$ cat config.mk
export PLATFORM = sky130hd
export DESIGN_NAME = two_key_click_hold_detector_core
export DESIGN_NICKNAME = d
export VERILOG_FILES = /design/src/rtl/core/tkch_pkg.sv /design/src/rtl/core/tkch_csr.sv /design/src/rtl/core/tkch_fsm.sv /design/src/rtl/core/two_key_click_hold_detector_core.sv
export SDC_FILE = /design/constraint.sdc
export NUM_CORES = 1
export LEC_CHECK = 0
export BUFFER_PORTS_ARGS = -buffer_cell sky130_fd_sc_hd__buf_2
export CAP_MARGIN = 20
export CELL_PAD_IN_SITES_DETAIL_PLACEMENT = 0
export CELL_PAD_IN_SITES_GLOBAL_PLACEMENT = 2
export CORE_UTILIZATION = 37
export DETAILED_ROUTE_END_ITERATION = 8
export PLACE_DENSITY_LB_ADDON = 0.1
export SYNTH_ARGS = -nofsm -noshare
export SYNTH_HDL_FRONTEND = slang
export SYNTH_SLANG_ARGS = --single-unit
$ cat constraint.sdc
create_clock -name clock -period 5.42 [get_ports clock]
set_input_delay 0.542 -clock clock [delete_from_list [all_inputs] [get_ports clock]]
set_output_delay 0.542 -clock clock [all_outputs]
set_load 0.05 [all_outputs]
$ cat src/rtl/core/tkch_pkg.sv
// Shared types and constants for the two-key click/hold detector.
// No dependencies; imported by every module of the block.
package tkch_pkg;

   // Width of the press, release and repeat time counters.
   localparam int TimeWidth = 16;
   localparam int CfgWidth  = 16;
   localparam int MsWidth   = 8;
   localparam int KeyWidth  = 2;
   localparam int EventWidth = 4;

   localparam int ReqDataWidth = 16;
   localparam int RspDataWidth = 8;
   localparam int CsrIndexWidth = 2;

   // Register indexes of the configuration port.
   localparam logic [CsrIndexWidth-1:0] CsrClickDebounce = 2'd0;
   localparam logic [CsrIndexWidth-1:0] CsrHold          = 2'd1;
   localparam logic [CsrIndexWidth-1:0] CsrRelease       = 2'd2;

   localparam logic [CfgWidth-1:0] ClickDebounceReset = 16'd30;
   localparam logic [CfgWidth-1:0] HoldReset          = 16'd1000;
   localparam logic [CfgWidth-1:0] ReleaseReset       = 16'd50;

   localparam logic [KeyWidth-1:0] KeysNone = 2'b00;
   localparam logic [KeyWidth-1:0] KeysBoth = 2'b11;

   // Event codes: the base is added to the pressed-key code (1 up, 2 down, 3 both).
   localparam logic [EventWidth-1:0] EvIdle  = 4'd0;
   localparam logic [EventWidth-1:0] EvClick = 4'd0;
   localparam logic [EventWidth-1:0] EvEnter = 4'd3;
   localparam logic [EventWidth-1:0] EvCont  = 4'd6;

   typedef struct packed {
      logic [CfgWidth-1:0] click_debounce_ms;
      logic [CfgWidth-1:0] hold_ms;
      logic [CfgWidth-1:0] release_ms;
   } cfg_type;

endpackage

$ cat src/rtl/core/tkch_csr.sv
// Configuration register file of the two-key click/hold detector.
// Depends on tkch_pkg for the register indexes, reset values and cfg_type.
module tkch_csr import tkch_pkg::*; (
   input  logic                     clock,
   input  logic                     reset,
   input  logic                     csr_valid,
   output logic                     csr_ready,
   input  logic [CsrIndexWidth-1:0] csr_index,
   input  logic [CfgWidth-1:0]      csr_data,
   output cfg_type                  cfg
);

   cfg_type cfg_ff, cfg_in;

   assign csr_ready = 1'b1;

   always_comb begin
      cfg_in = cfg_ff;
      if (csr_valid) begin
         unique case (csr_index)
            CsrClickDebounce: cfg_in.click_debounce_ms = csr_data;
            CsrHold:          cfg_in.hold_ms           = csr_data;
            CsrRelease:       cfg_in.release_ms        = csr_data;
            default:          cfg_in = cfg_ff;
         endcase
      end
   end

   always_ff @(posedge clock) begin
      if (reset) begin
         cfg_ff.click_debounce_ms <= ClickDebounceReset;
         cfg_ff.hold_ms           <= HoldReset;
         cfg_ff.release_ms        <= ReleaseReset;
      end else begin
         cfg_ff <= cfg_in;
      end
   end

   assign cfg = cfg_ff;

endmodule

$ cat src/rtl/core/tkch_fsm.sv
// Idle/debounce/hold state machine with its time counters.
// Depends on tkch_pkg; advances one tick whenever step is high.
module tkch_fsm import tkch_pkg::*; (
   input  logic                  clock,
   input  logic                  reset,
   input  logic                  step,
   input  logic [KeyWidth-1:0]   key_lines,
   input  logic [MsWidth-1:0]    elapsed_ms,
   input  cfg_type               cfg,
   output logic [EventWidth-1:0] key_event
);

   typedef enum logic [1:0] {
      PH_IDLE     = 2'd0,
      PH_DEBOUNCE = 2'd1,
      PH_HOLD     = 2'd2
   } phase_type;

   localparam logic [TimeWidth-1:0] TimeMax = '1;

   phase_type             phase_ff, phase_in;
   logic [KeyWidth-1:0]   held_ff, held_in;
   logic [TimeWidth-1:0]  stable_ff, stable_in;
   logic [TimeWidth-1:0]  repeat_ff, repeat_in;

   logic [KeyWidth-1:0]   keys;
   logic [TimeWidth:0]    stable_sum, repeat_sum;
   logic [TimeWidth-1:0]  stable_sat, repeat_sat;
   logic [TimeWidth-1:0]  click_t, hold_t, release_t;
   logic [EventWidth-1:0] held_code;

   assign keys = ~key_lines;

   assign stable_sum = {1'b0, stable_ff} + (TimeWidth+1)'(elapsed_ms);
   assign repeat_sum = {1'b0, repeat_ff} + (TimeWidth+1)'(elapsed_ms);
   assign stable_sat = stable_sum[TimeWidth] ? TimeMax : stable_sum[TimeWidth-1:0];
   assign repeat_sat = repeat_sum[TimeWidth] ? TimeMax : repeat_sum[TimeWidth-1:0];

   assign click_t   = TimeWidth'(cfg.click_debounce_ms);
   assign hold_t    = TimeWidth'(cfg.hold_ms);
   assign release_t = TimeWidth'(cfg.release_ms);
   assign held_code = EventWidth'(held_ff);

   always_comb begin
      phase_in  = phase_ff;
      held_in   = held_ff;
      stable_in = stable_ff;
      repeat_in = repeat_ff;
      key_event = EvIdle;
      if (elapsed_ms != '0) begin
         unique case (phase_ff)
            PH_DEBOUNCE: begin
               if (keys == held_ff) begin
                  stable_in = stable_sat;
                  if (stable_sat >= hold_t) begin
                     phase_in  = PH_HOLD;
                     stable_in = '0;
                     if (held_ff != KeysNone) key_event = EvEnter + held_code;
                  end
               end else if (keys == KeysNone) begin
                  if (stable_ff >= click_t && held_ff != KeysNone) begin
                     key_event = EvClick + held_code;
                  end
                  phase_in  = PH_IDLE;
                  stable_in = '0;
               end else if (held_ff != KeysBoth && keys == KeysBoth) begin
                  held_in   = KeysBoth;
                  stable_in = '0;
               end else if (held_ff == KeysBoth) begin
                  // One key left a two-key press: a long enough press counts as a click.
                  if (stable_ff >= click_t) begin
                     key_event = EvClick + EventWidth'(KeysBoth);
                     phase_in  = PH_HOLD;
                  end else begin
                     held_in = keys;
                  end
                  stable_in = '0;
               end else begin
                  held_in   = keys;
                  stable_in = '0;
               end
            end
            PH_HOLD: begin
               if (keys == KeysNone) begin
                  stable_in = stable_sat;
                  if (stable_sat >= release_t) begin
                     phase_in  = PH_IDLE;
                     stable_in = '0;
                  end
               end else begin
                  stable_in = '0;
                  repeat_in = repeat_sat;
                  if (repeat_sat >= hold_t) begin
                     if (held_ff != KeysNone) key_event = EvCont + held_code;
                     repeat_in = '0;
                  end
               end
            end
            default: begin
               // The unused phase code behaves as idle.
               if (keys != KeysNone) begin
                  stable_in = '0;
                  phase_in  = PH_DEBOUNCE;
                  held_in   = keys;
               end
            end
         endcase
      end
   end

   always_ff @(posedge clock) begin
      if (reset) begin
         phase_ff  <= PH_IDLE;
         held_ff   <= KeysNone;
         stable_ff <= '0;
         repeat_ff <= '0;
      end else if (step) begin
         phase_ff  <= phase_in;
         held_ff   <= held_in;
         stable_ff <= stable_in;
         repeat_ff <= repeat_in;
      end
   end

endmodule

$ cat src/rtl/core/two_key_click_hold_detector_core.sv
// Top level of the two-key click/hold detector: request and response stages
// around the state machine. Depends on tkch_pkg, tkch_csr and tkch_fsm.
//
// Usage:
// Each request on req_ carries one tick: the two active-low key lines and
// the milliseconds elapsed since the previous tick. Every request yields
// exactly one response on rsp_ carrying the key event code (0 idle, 1..3
// click, 4..6 hold entry, 7..9 hold repeat for up, down and both keys).
// A request is registered at the input stage and evaluated against the state
// once the response register is free or draining; its event is then
// registered in the response register, which raises rsp_tvalid. One request
// is taken every cycle while rsp_tready stays high; the only work per tick is
// one saturating add and compare.
// When rsp_tready is low the response register holds and the input stage
// keeps at most one further request, after which req_tready drops.
// Configuration registers are written on the csr_ port, which is always
// ready; write them only while no request is in flight.
// Reset (synchronous, active high) empties both stages, returns the state
// machine to idle with cleared counters and restores the register defaults.
module two_key_click_hold_detector_core import tkch_pkg::*; (
   input  logic                     clock,
   input  logic                     reset,
   input  logic                     req_tvalid,
   output logic                     req_tready,
   input  logic [ReqDataWidth-1:0]  req_tdata,  // key_lines[1:0], elapsed_ms[9:2]
   output logic                     rsp_tvalid,
   input  logic                     rsp_tready,
   output logic [RspDataWidth-1:0]  rsp_tdata,  // key_event[3:0]
   input  logic                     csr_valid,
   output logic                     csr_ready,
   input  logic [CsrIndexWidth-1:0] csr_index,
   input  logic [CfgWidth-1:0]      csr_data
);

   cfg_type cfg;

   logic                  in_valid_ff, in_valid_in;
   logic [KeyWidth-1:0]   in_keys_ff;
   logic [MsWidth-1:0]    in_ms_ff;
   logic                  out_valid_ff, out_valid_in;
   logic [EventWidth-1:0] out_event_ff;
   logic [EventWidth-1:0] fsm_event;
   logic                  advance;
   logic                  req_take;

   tkch_csr u_csr (
      .clock     (clock),
      .reset     (reset),
      .csr_valid (csr_valid),
      .csr_ready (csr_ready),
      .csr_index (csr_index),
      .csr_data  (csr_data),
      .cfg       (cfg)
   );

   // The held request moves on when the response register is free or draining.
   assign advance  = in_valid_ff && (!out_valid_ff || rsp_tready);
   assign req_tready = !in_valid_ff || advance;
   assign req_take = req_tvalid && req_tready;

   tkch_fsm u_fsm (
      .clock      (clock),
      .reset      (reset),
      .step       (advance),
      .key_lines  (in_keys_ff),
      .elapsed_ms (in_ms_ff),
      .cfg        (cfg),
      .key_event  (fsm_event)
   );

   assign in_valid_in  = req_take || (in_valid_ff && !advance);
   assign out_valid_in = advance || (out_valid_ff && !rsp_tready);

   always_ff @(posedge clock) begin
      if (reset) begin
         in_valid_ff  <= 1'b0;
         out_valid_ff <= 1'b0;
      end else begin
         in_valid_ff  <= in_valid_in;
         out_valid_ff <= out_valid_in;
      end
   end

   always_ff @(posedge clock) begin
      if (req_take) begin
         in_keys_ff <= req_tdata[KeyWidth-1:0];
         in_ms_ff   <= req_tdata[KeyWidth+MsWidth-1:KeyWidth];
      end
      if (advance) begin
         out_event_ff <= fsm_event;
      end
   end

   assign rsp_tvalid = out_valid_ff;
   assign rsp_tdata  = {{(RspDataWidth-EventWidth){1'b0}}, out_event_ff};

endmodule

==> run summary <==
The worst setup path is launched from a register. For the overall die area, the log shows 18,220 sq um. The area added between synthesis and finish was 10.08%; the biggest fanout along the worst timing path was 9.

The setup path with the least slack is of type reg2reg. The H-tree generated during clock tree synthesis spans 3 levels. The analysis attributes to net switching a power of 469.4 uW. For the initial antenna violation count, the log shows 0. The count of flip-flops with a built-in enable after synthesis was 14; the max-capacitance violation count was 0. At the end of routability-driven placement, the weighted congestion stood at 0.8120. The maximum vdd drop is 164.2 uV. The type of destination of the critical path was a register.

The share of cells above drive strength 1 was 11.04%. The max-slew violation total from the final report is 0, and the total cell area at the placement stage is 6909 sq um. The first global-routing pass estimated 28,620 um of wire. The initial cell density of the core was 37.83%; the share of Yosys cell area claimed by the top area cell type was 26.31%.

In the synthesized netlist, the cells that appear most often are sky130_fd_sc_hd__nand2_1 (122), sky130_fd_sc_hd__dfxtp_1 (86), sky130_fd_sc_hd__ha_1 (82), sky130_fd_sc_hd__a21oi_1 (79), sky130_fd_sc_hd__inv_1 (56). The final hold violation count was 0; the internal portion of total power was 1.162 mW. The total global routing overflow was 0; the count of cells along the worst register-to-register path was 16.

The number of antenna diodes in the final layout is 0. Number of top-level pins: 50. Entering global routing, the biggest net connects 55 pins. The power density over cell area is 226.5 nW/um^2, and the total detailed-routing wirelength is 17,860 um. The later pin in the worst-skew pair is clocked with a latency of 0.36 ns.

Of the synthesized area, sequential elements account for 32.73%. The flow ran to the end, and the final reports show no timing, DRC or antenna violations. Timing would allow up to 0.2068 GHz.

The netlist uses 75 different library cells. The path class of the tightest hold or removal check is in2reg. Of all cell types, the one taking the most synthesized area is sky130_fd_sc_hd__dfxtp_1.

For the worst setup path, the data required time is 5.53 ns. Once the clock tree was built, the resizer swapped 0 gates to a different size. Setup repair after global routing left no endpoint under its margin. For the pin with the worst max-slew slack, the measured transition is 0.8666 ns. The detailed router finished its first iteration with 317 violations. In this run, flip-flops and latches consume 48.5% of the power. The detailed-router iteration count before antenna repair was 5; the die span in x was 135.0 um. In this run the tool buffered the top-level ports with 38 buffer cells. Between clock sinks in the finished design, the worst skew comes to 0.01094 ns. The net count of the finished layout is 933. In this run switching power makes up 28.78% of total power. TritonCTS built the clock tree. Dividing the detail-routed wire length by the instance count gives 17.18 um.

The floorplan has 48 rows. The tools report the final count of negative-setup-slack endpoints as 0. The tree is rooted in a sky130_fd_sc_hd__clkbuf_16. The vertical die dimension is 135.0 um, and the final critical path time including I/O delays and setup is 4.835 ns. The endpoint arrival time on the critical path is 4.95 ns, and the warning count from the yosys run is 0. The run gives 0 as the post-cts hold buffer count. The aggregate global-route resource usage is 20.61%. The remaining design rule violation count is 0.

The worst register-to-register path begins at in_ms_ff[0]$_DFFE_PP_. Summing over every cut layer, the via total after detailed routing is 5,586. The worst pin sits at a relative slew slack of 42.23%. The mapped netlist covers 6544 sq um.

The number of vias per cell came out at 5.371. Mean post-synth cell area: 8.304 sq um. The most used flip-flop cell after synthesis is sky130_fd_sc_hd__dfxtp_1.

The number of setup buffers added after CTS is 0. The cell depth of the worst hold path is 1, and the accumulated negative setup slack is 0 ns. By area the synthesized netlist is led by sky130_fd_sc_hd__dfxtp_1 (26%), sky130_fd_sc_hd__ha_1 (16%), sky130_fd_sc_hd__nand2_1 (7.0%), sky130_fd_sc_hd__edfxtp_1 (6.4%), sky130_fd_sc_hd__a21oi_1 (6.0%). For the area of the core region, the log shows 17,300 sq um. Number of sinks driven by the clock tree: 100. Of all flip-flops after synthesis, the portion carrying an async set or reset was 0%. The post-synthesis sequential element count came out at 100.

In this run the remaining antenna-violating nets after routing total 0. After clock tree synthesis, the clock-pin slew on the worst setup and hold paths is 0.07 ns. The most common cell in the synthesized netlist is sky130_fd_sc_hd__nand2_1. The path with the worst hold slack has its endpoint at in_ms_ff[0]$_DFFE_PP_. The TritonCTS buffer count came out at 9. For flop-to-flop paths, the worst setup slack is 0.59 ns.

The logs give 788 for the gate count of the mapped netlist and 1,795 for the count of filler cells inserted in the layout. The terminus of the critical flop-to-flop path is out_event_ff[1]$_SDFFCE_PN0P_. The worst-case clock buffer depth came out at 2. With fillers left out, the area of the finished cells amounts to 7203 sq um. The portion of total power attributed to combinational logic came out at 11.4%. The period utilization is 89.20%. The launch instance of the worst min-delay path is req_tdata[2]. The clock share of power is 40.1%. The static power due to leakage came out at 2.945 nW.

The tools report the placed wire-length estimate as 13,780 um. For the via count of the first global-routing pass, the log shows 5,332.
[logic make-up (layout without fill, tap and decap cells)]
logic type | Yosys count | after routing | share of synthesized area (%)
other cells | 2 | 5 | 0.1148
compound gates | 215 | 215 | 21.95
buf+inv | 93 | 117 | 5.774
mux | 9 | 9 | 1.434
xor+xnor | 14 | 14 | 1.874
simple gates | 271 | 271 | 19.83
flops | 100 | 100 | 32.73
fa+ha+maj | 84 | 84 | 16.29
[sequential cells by signal (all words and copies together), names as in the netlist]
signal	cells
in_keys_ff	2
in_ms_ff	8
in_valid_ff	1
out_event_ff	4
rsp_tvalid	1
u_csr.cfg	48
u_fsm.held_ff	2
u_fsm.phase_ff	2
u_fsm.repeat_ff	16
u_fsm.stable_ff	16
[worst max-delay path, cell delays in order (launching register included)]
cell	delay (ns)
sky130_fd_sc_hd__edfxtp_1	0.45
sky130_fd_sc_hd__ha_1	0.25
sky130_fd_sc_hd__fa_1	0.41
sky130_fd_sc_hd__a21o_1	0.18
sky130_fd_sc_hd__a21oi_1	0.25
sky130_fd_sc_hd__o21ai_0	0.17
sky130_fd_sc_hd__and2_1	0.31
sky130_fd_sc_hd__nand2_1	0.23
sky130_fd_sc_hd__o21ai_0	0.18
sky130_fd_sc_hd__ha_1	0.33
sky130_fd_sc_hd__nor4_1	0.29
sky130_fd_sc_hd__nor3_1	0.10
sky130_fd_sc_hd__a211oi_2	0.37
sky130_fd_sc_hd__o21ai_0	0.33
sky130_fd_sc_hd__nor2b_1	0.25
sky130_fd_sc_hd__a22o_1	0.24
sky130_fd_sc_hd__a31o_2	0.24
[power by group through the flow]
stage | Clock (mW) | Combinational [mW] | Sequential, mW
floorplan | 0 | 0.131 | 0.804
global placement | 0 | 0.183 | 0.808
detailed placement | 0 | 0.186 | 0.808
CTS | 0.676 | 0.188 | 0.791
global route | 0.706 | 0.211 | 0.794
finish | 0.654 | 0.186 | 0.791
[metal layers]
| metal | vias to the layer above | GRT usage [%] | share of wire, % |
|---|---|---|---|
| met5 | - | 0 | 0 |
| met2 | 82 | 35.28 | 48 |
| li1 | 2854 | - | - |
| met1 | 2638 | 26.64 | 48 |
| met3 | 12 | 3.829 | 2.9 |
| met4 | 0 | 4.994 | 0.96 |
[final cells by class]
class                           count  area, sq um  area share (%)
Tap cell                          225        281.5           3.908
Clock buffer                        9        225.2           3.127
Timing Repair Buffer               43        227.7           3.161
Clock inverter                      7        68.82          0.9554
Multi-Input combinational cell    598         4040           56.09
Inverter                           58        217.7           3.022
Sequential cell                   100         2142           29.74
[cells in the final DEF (no fill, tap or decap), types with 14 or more instances in the layout]
cell type	synthesis	final
sky130_fd_sc_hd__a21oi_1	79	79
sky130_fd_sc_hd__a22o_1	19	19
sky130_fd_sc_hd__buf_2	8	38
sky130_fd_sc_hd__dfxtp_1	86	86
sky130_fd_sc_hd__edfxtp_1	14	14
sky130_fd_sc_hd__ha_1	82	82
sky130_fd_sc_hd__inv_1	56	56
sky130_fd_sc_hd__nand2_1	122	122
sky130_fd_sc_hd__nand3_1	18	18
sky130_fd_sc_hd__nor2_1	45	45
sky130_fd_sc_hd__nor3_1	15	15
sky130_fd_sc_hd__o211ai_1	15	15
sky130_fd_sc_hd__o21ai_0	33	33
[metrics by stage]
step / utilization (%) / total power, mW / setup slack [ns] / std cells / hold WS, ns
floorplan: - / 0.9346 / 1.318 / 791 / 0.4356
global placement: 39.95 / 0.9909 / 0.6713 / 1024 / 0.4462
detailed placement: 39.95 / 0.9941 / 0.6317 / 1024 / 0.4473
CTS: 41.64 / 1.654 / 0.5901 / 1040 / 0.3381
global route: 41.64 / 1.711 / 0.1409 / 1040 / 0.3427
finish: 41.64 / 1.631 / 0.5854 / 1040 / 0.3541
[worst max-delay path by stage]
stage / from / to / cells past startpoint
2_1_floorplan: in_ms_ff[0]$_DFFE_PP_ / out_event_ff[1]$_SDFFCE_PN0P_ / 17
6_report: in_ms_ff[0]$_DFFE_PP_ / out_event_ff[1]$_SDFFCE_PN0P_ / 16
3_3_place_gp: in_ms_ff[0]$_DFFE_PP_ / out_event_ff[1]$_SDFFCE_PN0P_ / 16
4_1_cts: in_ms_ff[0]$_DFFE_PP_ / out_event_ff[1]$_SDFFCE_PN0P_ / 16
5_1_grt: in_ms_ff[0]$_DFFE_PP_ / u_fsm.stable_ff[13]$_SDFFE_PP0P_ / 16
3_5_place_dp: in_ms_ff[0]$_DFFE_PP_ / out_event_ff[1]$_SDFFCE_PN0P_ / 16
(Power assumes the default switching activity.)
